--- src/tsss_pkg.sv ---
// tsss_pkg: shared constants, codes and types of the tick sleep slice scheduler
// no dependencies
`default_nettype none
package tsss_pkg;
  localparam int MAX_TASKS = 16;
  localparam int ID_W = $clog2(MAX_TASKS);
  localparam int CNT_W = $clog2(MAX_TASKS + 1);
  localparam int TIME_W = 32;
  localparam int SLICE_W = 16;
  localparam int DELAY_W = 16;
  localparam int MODE_W = 3;
  localparam int ADDR_W = 3;
  localparam logic [CNT_W-1:0] NONE_ID = CNT_W'(MAX_TASKS);
  localparam logic [SLICE_W-1:0] SLICE_RESET = SLICE_W'(10);
  localparam logic [ADDR_W-1:0] REG_TIME_SLICE = '0;

  typedef enum logic [MODE_W-1:0] {
    MODE_TICK     = 3'd0,
    MODE_CREATE   = 3'd1,
    MODE_SLEEP    = 3'd2,
    MODE_DISPATCH = 3'd3,
    MODE_QUERY    = 3'd4
  } mode_e;

  typedef struct packed {
    logic            push;
    logic            pop;
    logic [ID_W-1:0] push_id;
  } fifo_ctl_t;

  typedef struct packed {
    logic [CNT_W-1:0] count;
    logic [ID_W-1:0]  head_id;
  } fifo_sts_t;
endpackage
`default_nettype wire

--- src/tsss_if.sv ---
// tsss_in_if and tsss_out_if: valid/ready channels of the scheduler
// depends on tsss_pkg
`default_nettype none
interface tsss_in_if;
  logic                          valid;
  logic                          ready;
  logic [tsss_pkg::MODE_W-1:0]   mode;
  logic [tsss_pkg::DELAY_W-1:0]  sleep_ticks;
  modport source (output valid, output mode, output sleep_ticks, input ready);
  modport sink (input valid, input mode, input sleep_ticks, output ready);
endinterface

interface tsss_out_if;
  logic                          valid;
  logic                          ready;
  logic [tsss_pkg::CNT_W-1:0]    running_task;
  logic [tsss_pkg::ID_W-1:0]     created_task;
  logic                          create_failed;
  logic                          slice_expired;
  logic [tsss_pkg::CNT_W-1:0]    woken_count;
  logic [tsss_pkg::TIME_W-1:0]   current_time;
  modport source (output valid, output running_task, output created_task,
                  output create_failed, output slice_expired, output woken_count,
                  output current_time, input ready);
  modport sink (input valid, input running_task, input created_task,
                input create_failed, input slice_expired, input woken_count,
                input current_time, output ready);
endinterface
`default_nettype wire

--- src/tsss_fifo.sv ---
// tsss_fifo: circular id queue with simultaneous pop and push
// depends on tsss_pkg
`default_nettype none
module tsss_fifo (
  input  wire                  clk_i,
  input  wire                  rst_ni,
  input  tsss_pkg::fifo_ctl_t  ctl_i,
  output tsss_pkg::fifo_sts_t  sts_o
);
  logic [tsss_pkg::ID_W-1:0]  mem_q [tsss_pkg::MAX_TASKS];
  logic [tsss_pkg::ID_W-1:0]  head_q, head_d;
  logic [tsss_pkg::CNT_W-1:0] count_q, count_d;
  logic [tsss_pkg::ID_W-1:0]  tail;
  logic                       do_pop, do_push;

  assign do_pop  = ctl_i.pop && (count_q != '0);
  assign do_push = ctl_i.push && ((count_q != tsss_pkg::NONE_ID) || do_pop);
  assign tail    = tsss_pkg::ID_W'((tsss_pkg::CNT_W'(head_q) + count_q)
                   % tsss_pkg::MAX_TASKS);

  always_comb begin
    head_d  = head_q;
    count_d = count_q;
    if (do_pop) begin
      head_d  = tsss_pkg::ID_W'((tsss_pkg::CNT_W'(head_q) + 1'b1) % tsss_pkg::MAX_TASKS);
      count_d = count_d - 1'b1;
    end
    if (do_push) begin
      count_d = count_d + 1'b1;
    end
  end

  always_ff @(posedge clk_i or negedge rst_ni) begin
    if (!rst_ni) begin
      head_q  <= '0;
      count_q <= '0;
    end else begin
      head_q  <= head_d;
      count_q <= count_d;
    end
  end

  always_ff @(posedge clk_i) begin
    if (do_push) begin
      mem_q[tail] <= ctl_i.push_id;
    end
  end

  assign sts_o.count   = count_q;
  assign sts_o.head_id = mem_q[head_q];
`ifndef SYNTHESIS
  a_count_range: assert property (@(posedge clk_i) disable iff (!rst_ni)
    count_q <= tsss_pkg::NONE_ID) else $error("fifo count out of range");
  a_push_full: assert property (@(posedge clk_i) disable iff (!rst_ni)
    (ctl_i.push && !ctl_i.pop && count_q != tsss_pkg::NONE_ID) |=>
    count_q == $past(count_q) + 1'b1) else $error("push lost");
  a_pop_empty: assert property (@(posedge clk_i) disable iff (!rst_ni)
    (ctl_i.pop && !ctl_i.push && count_q == '0) |=> count_q == '0)
    else $error("pop of empty queue");
`endif
endmodule
`default_nettype wire

--- src/tick_sleep_slice_scheduler.sv ---
// tick_sleep_slice_scheduler: round robin task scheduler with a sleep queue
// depends on tsss_pkg, tsss_if and tsss_fifo
// create, sleep, dispatch and query words pass from acceptance through the
// finish and output states to the result register; a tick first walks the
// sleep queue, one entry per read and compare state pair, through the single
// wake time memory read port and one 32 bit compare. one word is in work at a
// time; the result register frees the input side once it is loaded
`default_nettype none
module tick_sleep_slice_scheduler (
  input  wire                             clk_i,
  input  wire                             rst_ni,
  tsss_in_if.sink                         in_i,
  tsss_out_if.source                      out_o,
  input  wire                             psel,
  input  wire                             penable,
  input  wire                             pwrite,
  input  wire [tsss_pkg::ADDR_W-1:0]      paddr,
  input  wire [31:0]                      pwdata,
  output logic [31:0]                     prdata,
  output logic                            pready
);
  typedef enum logic [2:0] {S_IDLE, S_SCAN_RD, S_SCAN_CMP, S_FINISH, S_OUT} state_e;

  state_e                          state_q, state_d;
  logic [tsss_pkg::TIME_W-1:0]     time_q, time_d;
  logic [tsss_pkg::CNT_W-1:0]      run_q, run_d;
  logic [tsss_pkg::SLICE_W-1:0]    slice_q, slice_d, tslice_q;
  logic [tsss_pkg::CNT_W-1:0]      next_free_q, next_free_d;
  logic [tsss_pkg::CNT_W-1:0]      left_q, left_d, woken_q, woken_d;
  logic [tsss_pkg::ID_W-1:0]       created_q, created_d, scan_id_q;
  logic                            failed_q, failed_d, expired_q, expired_d;
  logic                            tick_q, tick_d;
  logic [tsss_pkg::TIME_W-1:0]     wake_mem [tsss_pkg::MAX_TASKS];
  logic [tsss_pkg::TIME_W-1:0]     wt_q;
  logic                            we;
  logic [tsss_pkg::ID_W-1:0]       waddr;
  logic [tsss_pkg::TIME_W-1:0]     wdata;
  tsss_pkg::fifo_ctl_t             rdy_ctl, slp_ctl;
  tsss_pkg::fifo_sts_t             rdy_sts, slp_sts;
  logic                            accept, user_run, out_load;
  logic                            ov_q;
  logic [tsss_pkg::CNT_W-1:0]      o_run_q, o_woken_q;
  logic [tsss_pkg::ID_W-1:0]       o_created_q;
  logic                            o_failed_q, o_expired_q;
  logic [tsss_pkg::TIME_W-1:0]     o_time_q;

  tsss_fifo u_ready (.clk_i(clk_i), .rst_ni(rst_ni), .ctl_i(rdy_ctl), .sts_o(rdy_sts));
  tsss_fifo u_sleep (.clk_i(clk_i), .rst_ni(rst_ni), .ctl_i(slp_ctl), .sts_o(slp_sts));

  assign in_i.ready = (state_q == S_IDLE);
  assign accept     = in_i.valid && in_i.ready;
  assign user_run   = (run_q != tsss_pkg::NONE_ID) && (run_q != '0);
  assign out_load   = (state_q == S_OUT) && (!ov_q || out_o.ready);

  always_comb begin
    state_d     = state_q;
    time_d      = time_q;
    run_d       = run_q;
    slice_d     = slice_q;
    next_free_d = next_free_q;
    left_d      = left_q;
    woken_d     = woken_q;
    created_d   = created_q;
    failed_d    = failed_q;
    expired_d   = expired_q;
    tick_d      = tick_q;
    we          = 1'b0;
    waddr       = '0;
    wdata       = '0;
    rdy_ctl     = '0;
    slp_ctl     = '0;
    case (state_q)
      S_IDLE: begin
        if (accept) begin
          woken_d   = '0;
          created_d = '0;
          failed_d  = 1'b0;
          expired_d = 1'b0;
          tick_d    = 1'b0;
          state_d   = S_FINISH;
          case (tsss_pkg::mode_e'(in_i.mode))
            tsss_pkg::MODE_TICK: begin
              tick_d = 1'b1;
              time_d = time_q + 1'b1;
              if (run_q != tsss_pkg::NONE_ID) begin
                slice_d = slice_q + 1'b1;
              end
              left_d = slp_sts.count;
              if (slp_sts.count != '0) begin
                state_d = S_SCAN_RD;
              end
            end
            tsss_pkg::MODE_CREATE: begin
              if (next_free_q == tsss_pkg::NONE_ID) begin
                failed_d = 1'b1;
              end else begin
                created_d       = next_free_q[tsss_pkg::ID_W-1:0];
                we              = 1'b1;
                waddr           = next_free_q[tsss_pkg::ID_W-1:0];
                rdy_ctl.push    = (next_free_q != '0);
                rdy_ctl.push_id = next_free_q[tsss_pkg::ID_W-1:0];
                next_free_d     = next_free_q + 1'b1;
              end
            end
            tsss_pkg::MODE_SLEEP: begin
              if (user_run) begin
                we              = 1'b1;
                waddr           = run_q[tsss_pkg::ID_W-1:0];
                wdata           = time_q + tsss_pkg::TIME_W'(in_i.sleep_ticks);
                slp_ctl.push    = 1'b1;
                slp_ctl.push_id = run_q[tsss_pkg::ID_W-1:0];
                run_d           = tsss_pkg::NONE_ID;
              end
            end
            tsss_pkg::MODE_DISPATCH: begin
              if (!user_run) begin
                if (rdy_sts.count != '0) begin
                  rdy_ctl.pop = 1'b1;
                  run_d       = tsss_pkg::CNT_W'(rdy_sts.head_id);
                  slice_d     = '0;
                end else if (run_q == tsss_pkg::NONE_ID && next_free_q != '0) begin
                  run_d   = '0;
                  slice_d = '0;
                end
              end
            end
            default: begin
            end
          endcase
        end
      end
      S_SCAN_RD: begin
        slp_ctl.pop = 1'b1;
        state_d     = S_SCAN_CMP;
      end
      S_SCAN_CMP: begin
        if (wt_q <= time_q) begin
          rdy_ctl.push    = 1'b1;
          rdy_ctl.push_id = scan_id_q;
          woken_d         = woken_q + 1'b1;
        end else begin
          slp_ctl.push    = 1'b1;
          slp_ctl.push_id = scan_id_q;
        end
        left_d  = left_q - 1'b1;
        state_d = (left_q == 1'b1) ? S_FINISH : S_SCAN_RD;
      end
      S_FINISH: begin
        if (tick_q && user_run && slice_q >= tslice_q) begin
          rdy_ctl.push    = 1'b1;
          rdy_ctl.push_id = run_q[tsss_pkg::ID_W-1:0];
          run_d           = tsss_pkg::NONE_ID;
          expired_d       = 1'b1;
        end
        state_d = S_OUT;
      end
      S_OUT: begin
        if (out_load) begin
          state_d = S_IDLE;
        end
      end
      default: begin
        state_d = S_IDLE;
      end
    endcase
  end

  always_ff @(posedge clk_i or negedge rst_ni) begin
    if (!rst_ni) begin
      state_q     <= S_IDLE;
      time_q      <= '0;
      run_q       <= tsss_pkg::NONE_ID;
      slice_q     <= '0;
      next_free_q <= '0;
      left_q      <= '0;
      woken_q     <= '0;
      created_q   <= '0;
      failed_q    <= 1'b0;
      expired_q   <= 1'b0;
      tick_q      <= 1'b0;
      tslice_q    <= tsss_pkg::SLICE_RESET;
      ov_q        <= 1'b0;
    end else begin
      state_q     <= state_d;
      time_q      <= time_d;
      run_q       <= run_d;
      slice_q     <= slice_d;
      next_free_q <= next_free_d;
      left_q      <= left_d;
      woken_q     <= woken_d;
      created_q   <= created_d;
      failed_q    <= failed_d;
      expired_q   <= expired_d;
      tick_q      <= tick_d;
      if (psel && penable && pwrite && paddr == tsss_pkg::REG_TIME_SLICE) begin
        tslice_q <= pwdata[tsss_pkg::SLICE_W-1:0];
      end
      if (out_load) begin
        ov_q <= 1'b1;
      end else if (out_o.ready) begin
        ov_q <= 1'b0;
      end
    end
  end

  always_ff @(posedge clk_i) begin
    if (we) begin
      wake_mem[waddr] <= wdata;
    end
    if (state_q == S_SCAN_RD) begin
      wt_q      <= wake_mem[slp_sts.head_id];
      scan_id_q <= slp_sts.head_id;
    end
    if (out_load) begin
      o_run_q     <= run_q;
      o_woken_q   <= woken_q;
      o_created_q <= created_q;
      o_failed_q  <= failed_q;
      o_expired_q <= expired_q;
      o_time_q    <= time_q;
    end
  end

  assign out_o.valid         = ov_q;
  assign out_o.running_task  = o_run_q;
  assign out_o.created_task  = o_created_q;
  assign out_o.create_failed = o_failed_q;
  assign out_o.slice_expired = o_expired_q;
  assign out_o.woken_count   = o_woken_q;
  assign out_o.current_time  = o_time_q;

  assign pready = 1'b1;
  assign prdata = (paddr == tsss_pkg::REG_TIME_SLICE) ? 32'(tslice_q) : '0;
`ifndef SYNTHESIS
  a_run_range: assert property (@(posedge clk_i) disable iff (!rst_ni)
    run_q <= tsss_pkg::NONE_ID) else $error("running id out of range");
  a_task_balance: assert property (@(posedge clk_i) disable iff (!rst_ni)
    (state_q == S_IDLE) |-> (rdy_sts.count + slp_sts.count + tsss_pkg::CNT_W'(user_run)
    + tsss_pkg::CNT_W'(next_free_q != '0) == next_free_q))
    else $error("task lost or duplicated");
  a_expired_none: assert property (@(posedge clk_i) disable iff (!rst_ni)
    (ov_q && o_expired_q) |-> (o_run_q == tsss_pkg::NONE_ID))
    else $error("preempted task still running");
`endif
endmodule
`default_nettype wire

--- src/flat_wrapper.sv ---
// flat-port wrapper written by rule: the top's interface ports become plain ports
module tick_sleep_slice_scheduler_flat 
  (clk_i, rst_ni, psel, penable, pwrite, paddr, pwdata, prdata, pready, in_i_valid, in_i_mode, in_i_sleep_ticks, in_i_ready, out_o_valid, out_o_running_task, out_o_created_task, out_o_create_failed, out_o_slice_expired, out_o_woken_count, out_o_current_time, out_o_ready);
  tsss_in_if in_i_i ();
  tsss_out_if out_o_i ();
  input  wire clk_i;
  input  wire rst_ni;
  input  wire psel;
  input  wire penable;
  input  wire pwrite;
  input  wire [tsss_pkg::ADDR_W-1:0] paddr;
  input  wire [31:0] pwdata;
  output logic [31:0] prdata;
  output logic pready;
  input wire logic [$bits(in_i_i.valid)-1:0] in_i_valid;
  input wire logic [$bits(in_i_i.mode)-1:0] in_i_mode;
  input wire logic [$bits(in_i_i.sleep_ticks)-1:0] in_i_sleep_ticks;
  output wire logic [$bits(in_i_i.ready)-1:0] in_i_ready;
  output wire logic [$bits(out_o_i.valid)-1:0] out_o_valid;
  output wire logic [$bits(out_o_i.running_task)-1:0] out_o_running_task;
  output wire logic [$bits(out_o_i.created_task)-1:0] out_o_created_task;
  output wire logic [$bits(out_o_i.create_failed)-1:0] out_o_create_failed;
  output wire logic [$bits(out_o_i.slice_expired)-1:0] out_o_slice_expired;
  output wire logic [$bits(out_o_i.woken_count)-1:0] out_o_woken_count;
  output wire logic [$bits(out_o_i.current_time)-1:0] out_o_current_time;
  input wire logic [$bits(out_o_i.ready)-1:0] out_o_ready;
  assign in_i_i.valid = in_i_valid;
  assign in_i_i.mode = in_i_mode;
  assign in_i_i.sleep_ticks = in_i_sleep_ticks;
  assign in_i_ready = in_i_i.ready;
  assign out_o_valid = out_o_i.valid;
  assign out_o_running_task = out_o_i.running_task;
  assign out_o_created_task = out_o_i.created_task;
  assign out_o_create_failed = out_o_i.create_failed;
  assign out_o_slice_expired = out_o_i.slice_expired;
  assign out_o_woken_count = out_o_i.woken_count;
  assign out_o_current_time = out_o_i.current_time;
  assign out_o_i.ready = out_o_ready;
  tick_sleep_slice_scheduler u_core (.clk_i(clk_i), .rst_ni(rst_ni), .in_i(in_i_i), .out_o(out_o_i), .psel(psel), .penable(penable), .pwrite(pwrite), .paddr(paddr), .pwdata(pwdata), .prdata(prdata), .pready(pready));
endmodule
--- config.mk ---
export PLATFORM = sky130hd
export DESIGN_NAME = tick_sleep_slice_scheduler_flat
export DESIGN_NICKNAME = d
export VERILOG_FILES = /design/src/tsss_pkg.sv /design/src/tsss_if.sv /design/src/tsss_fifo.sv /design/src/tick_sleep_slice_scheduler.sv /design/src/flat_wrapper.sv
export SDC_FILE = /design/constraint.sdc
export NUM_CORES = 1
export LEC_CHECK = 0
export BUFFER_PORTS_ARGS = -buffer_cell sky130_fd_sc_hd__buf_2
export CAP_MARGIN = 10
export CORE_ASPECT_RATIO = 1.4
export CORE_MARGIN = 2
export CORE_UTILIZATION = 34
export CTS_BUF_LIST = sky130_fd_sc_hd__clkbuf_8
export CTS_CLUSTER_DIAMETER = 150
export DETAILED_ROUTE_END_ITERATION = 10
export HOLD_SLACK_MARGIN = 0.02
export PLACE_DENSITY = 0.57
export SKIP_CTS_REPAIR_TIMING = 1
export SYNTH_ARGS = -nofsm -noshare
export SYNTH_HDL_FRONTEND = slang
export SYNTH_SLANG_ARGS = --single-unit
--- constraint.sdc ---
create_clock -name clk_i -period 3.59 [get_ports clk_i]
set_input_delay 0.718 -clock clk_i [delete_from_list [all_inputs] [get_ports clk_i]]
set_output_delay 0.718 -clock clk_i [all_outputs]
set_load 0.005 [all_outputs]
==> results.rst <==
.. list-table::
   :header-rows: 1

   * - Metric
     - Value
   * - Fin Clk Skew
     - 0.0430 ns
   * - Starting Density
     - 34.2%
   * - Setup violators final
     - 0
   * - Hold WC Path Type
     - in -> reg
   * - Worst Path Max Fanout
     - 17
   * - Placement row count
     - 141
   * - Actual transition at the worst max-transition pin
     - 1.16 ns
   * - Data arrival time of the critical path
     - 3.86 ns
   * - Post-DRT Antenna Nets
     - 0
   * - Dominant cells by area after synthesis
     - sky130_fd_sc_hd__edfxtp_1, sky130_fd_sc_hd__dfrtp_1, sky130_fd_sc_hd__nand2_1
   * - Count of placed standard cells including taps
     - 4234
   * - Dominant cell type by area after synthesis
     - sky130_fd_sc_hd__edfxtp_1
   * - Number of cells on the worst reg-to-reg path
     - 10
   * - CTS Buf Count
     - 116
   * - Required time of the critical path
     - 4.08 ns
   * - Floorplan core area
     - 105000 sq um
   * - Outcome
     - complete, no violations
   * - Combined global-route utilization of all metal layers
     - 17.2%
   * - Port-buffer cells
     - 110
   * - Cell area after synthesis
     - 36000 sq um
   * - TritonCTS sink count
     - 837
   * - Largest net degree at the start of global routing
     - 75
   * - Type of origin of the critical path
     - register
   * - Post-synthesis sequential element count
     - 837
   * - Count of unresolved DRC violations after routing
     - 0
   * - CTS tree
     - built
   * - Cell at the root of the clock tree
     - sky130_fd_sc_hd__clkbuf_8
   * - Worst setup slack before clock tree synthesis
     - -0.722 ns
   * - Endpoint with the worst hold slack
     - u_core.tslice_q[7]
   * - Post-Route Utilization
     - 40.4%
   * - Fraction of synthesized cell area taken by the top area cell type
     - 60.4%
   * - Via density per instance
     - 5.12
   * - Setup TNS
     - 0 ns
   * - Clock latency of the later-clocked register in the worst-skew pair
     - 0.80 ns
   * - Wire length the detailed router placed on met1
     - 35.6 mm
   * - Number of max-cap violations
     - 0
   * - Io pins
     - 144
   * - Placed wire-length estimate after detailed placement
     - 62.8 mm
   * - Vias in the first global route
     - 23100
   * - Post-synth EDFFs
     - 724
   * - Crit path time final
     - 3.37 ns
   * - Critical R2R Capture
     - u_core.u_ready.mem_q[6][1]
   * - Final nets
     - 3142
   * - Setup slack of the critical path after layout
     - 0.225 ns
   * - Critical path type
     - reg -> reg
   * - Vertical die dimension
     - 389 um
   * - Max-slew headroom at the worst pin
     - 22.1%
   * - First-pass GRT wire length
     - 141 mm
   * - Hold WS
     - 0.134 ns
   * - CP endpoint kind
     - register
   * - Detailed router's first-iteration violation count
     - 1404
   * - RSZ-0062 raised after global routing
     - no
   * - Leak Pwr
     - 15.1 nW
   * - Startpoint of the lowest-slack register-to-register path
     - u_core.time_q[31]
   * - Power Dens Cells
     - 800 nW/um^2
   * - DRT Wirelength
     - 93.3 mm
   * - GRT Residual Overflow
     - 0
   * - Synth unique cells
     - 79
   * - Number of fill cells in the layout
     - 9755
   * - Final period utilization
     - 93.7%
   * - Area of the die
     - 109000 sq um
   * - Synthesized area per cell
     - 13.6 sq um
   * - Die extent in x
     - 279 um
   * - Share of synthesized flip-flops with an asynchronous set or reset
     - 13.5%
   * - Average wire per cell in the routed design
     - 21.0 um
   * - Area growth from synthesis to final layout
     - 18.2%
   * - Metal2 WL
     - 51.8 mm
   * - Fraction of layout instances using a drive strength above 1
     - 21.3%
   * - Yosys warns
     - 0
   * - Top sig layer
     - met4
   * - Most instantiated flip-flop cell in the synthesis netlist
     - sky130_fd_sc_hd__edfxtp_1
   * - H-tree levels
     - 3
   * - Final Max Tran Viols
     - 0
   * - Sequential share of the synthesized area
     - 68.3%
   * - Startpoint of the tightest hold check path
     - pwdata[7]
   * - Max Clk Rate
     - 297 MHz
   * - Final standard cell count with taps included and fillers excluded
     - 4444
   * - Routability cong.
     - 0.864
   * - Maximum number of buffers from clock root to sink
     - 3
   * - WHS Path Cells
     - 3
   * - Clock-pin slew of the registers on the worst-case setup and hold paths
     - 0.07 ns
   * - Worst-case vdd ir drop
     - 622 uV
   * - Router iterations before antenna repair
     - 5
   * - Wire length on met3
     - 3.29 mm
   * - Total count of hold-check failures in the final report
     - 0
   * - Setup slack of the worst register-to-register path
     - 0.22 ns
   * - Vias
     - 22700
   * - Cell count after synthesis
     - 2647
   * - Initial antenna violation count
     - 1
[cells in the final DEF (no fill, tap or decap), drive strengths merged, types with 34 or more instances in the layout]
| master | instances |
|---|---|
| mux4 | 37 |
| edfxtp | 724 |
| xnor2 | 70 |
| clkinv | 59 |
| inv | 92 |
| o21ai | 89 |
| dfrtp | 110 |
| a211oi | 38 |
| nor3 | 35 |
| nand2 | 426 |
| a22o | 34 |
| nor2 | 118 |
| a32oi | 64 |
| clkbuf | 119 |
| mux2i | 40 |
| nand3 | 36 |
| buf | 361 |
| a22oi | 38 |
| ha | 83 |
| a21oi | 214 |
[synth_stat cells (22+ instances only)]
cell,count
sky130_fd_sc_hd__mux4_2,37
sky130_fd_sc_hd__o21ai_1,34
sky130_fd_sc_hd__o21ai_0,54
sky130_fd_sc_hd__nand3_1,36
sky130_fd_sc_hd__mux2i_1,40
sky130_fd_sc_hd__buf_2,42
sky130_fd_sc_hd__nor2_1,118
sky130_fd_sc_hd__a21oi_1,214
sky130_fd_sc_hd__a22o_1,34
sky130_fd_sc_hd__a22oi_1,38
sky130_fd_sc_hd__inv_1,70
sky130_fd_sc_hd__nand4_1,30
sky130_fd_sc_hd__a211oi_2,30
sky130_fd_sc_hd__nor3_1,35
sky130_fd_sc_hd__and2_1,24
sky130_fd_sc_hd__nor4_1,22
sky130_fd_sc_hd__a32oi_1,64
sky130_fd_sc_hd__edfxtp_1,724
sky130_fd_sc_hd__dfrtp_1,110
sky130_fd_sc_hd__ha_1,83
sky130_fd_sc_hd__clkbuf_1,77
sky130_fd_sc_hd__nand2_1,426
sky130_fd_sc_hd__xnor2_1,70
[registers in the layout, summed over array words and instances (netlist names), 16 cells and up]
name                       cells
u_core.out_o.current_time     32
u_core.slice_q                16
u_core.time_q                 32
u_core.tslice_q               16
u_core.u_ready.mem_q          64
u_core.u_sleep.mem_q          64
u_core.wake_mem              512
u_core.wt_q                   32
[worst max-delay path, cell delays in order, from the launching register on]
cell and delay (ns):
sky130_fd_sc_hd__dfrtp_1 0.41, sky130_fd_sc_hd__inv_1 0.14, sky130_fd_sc_hd__ha_1 0.28, sky130_fd_sc_hd__nand4_1 0.24, sky130_fd_sc_hd__nor2_1 0.08, sky130_fd_sc_hd__a221o_1 0.32, sky130_fd_sc_hd__a211o_1 0.37, sky130_fd_sc_hd__a221o_1 0.42
sky130_fd_sc_hd__a21o_4 0.31, sky130_fd_sc_hd__nor4b_1 0.30, sky130_fd_sc_hd__buf_4 0.19
[metal layers]
layer  up-vias  GRT usage, %
li1      10600             -
met1     11400          19.0
met2       520          33.1
met3       146          2.43
met4         0          6.03
met5         -             0
[worst max path at each step]
stage | from | end | slack, ns | depth (start not counted)
after floorplan | in_i_valid | u_core.wake_mem[9][0] | -0.38 | 7
after global placement | in_i_sleep_ticks[5] | u_core.wake_mem[0][31] | -0.65 | 10
after detailed placement | in_i_sleep_ticks[5] | u_core.wake_mem[10][31] | -0.72 | 10
after CTS | u_core.time_q[5] | u_core.wake_mem[0][31] | -0.31 | 9
after global routing | u_core.time_q[31] | u_core.u_ready.mem_q[1][2] | 0.06 | 10
final | u_core.time_q[31] | u_core.u_ready.mem_q[6][1] | 0.22 | 10
[final cells by class]
| type | count | area, sq um | area share, % |
|---|---|---|---|
| flip-flops and latches | 837 | 24600 | 57.7 |
| clock buffers | 119 | 1640 | 3.85 |
| clock inverters | 89 | 608 | 1.43 |
| repair buffers | 362 | 3040 | 7.13 |
| well taps | 1358 | 1700 | 3.99 |
| inverters | 74 | 285 | 0.670 |
| diodes | 1 | 2.50 | 0.00588 |
| multi-input cells | 1604 | 10700 | 25.2 |
[through the flow]
stage / area, sq um / power (W)
6_report: 42600 / 0.0340
5_1_grt: 42600 / 0.0361
4_1_cts: 42500 / 0.0344
3_5_place_dp: 40200 / 0.0271
3_3_place_gp: 40200 / 0.0270
2_1_floorplan: 36100 / 0.0215
[power by group]
group          internal (W)  switching [W]  leakage [nW]
Clock               0.00360        0.00362          1.23
Combinational       0.00558        0.00916          6.19
Sequential           0.0116       0.000492          7.68
Total                0.0208         0.0133          15.1
[cell families (layout without fill, tap and decap cells)]
group | after synthesis | count (layout) | synth area share (%)
other cells | 2 | 18 | 0.0209
compound gates | 539 | 539 | 10.0
flops | 837 | 837 | 68.3
mux | 87 | 87 | 3.74
fa+ha+maj | 86 | 86 | 3.05
buf+inv | 221 | 644 | 2.72
simple gates | 786 | 786 | 10.0
xor+xnor | 89 | 89 | 2.17
Note: power is estimated with default switching activity, not from simulation.
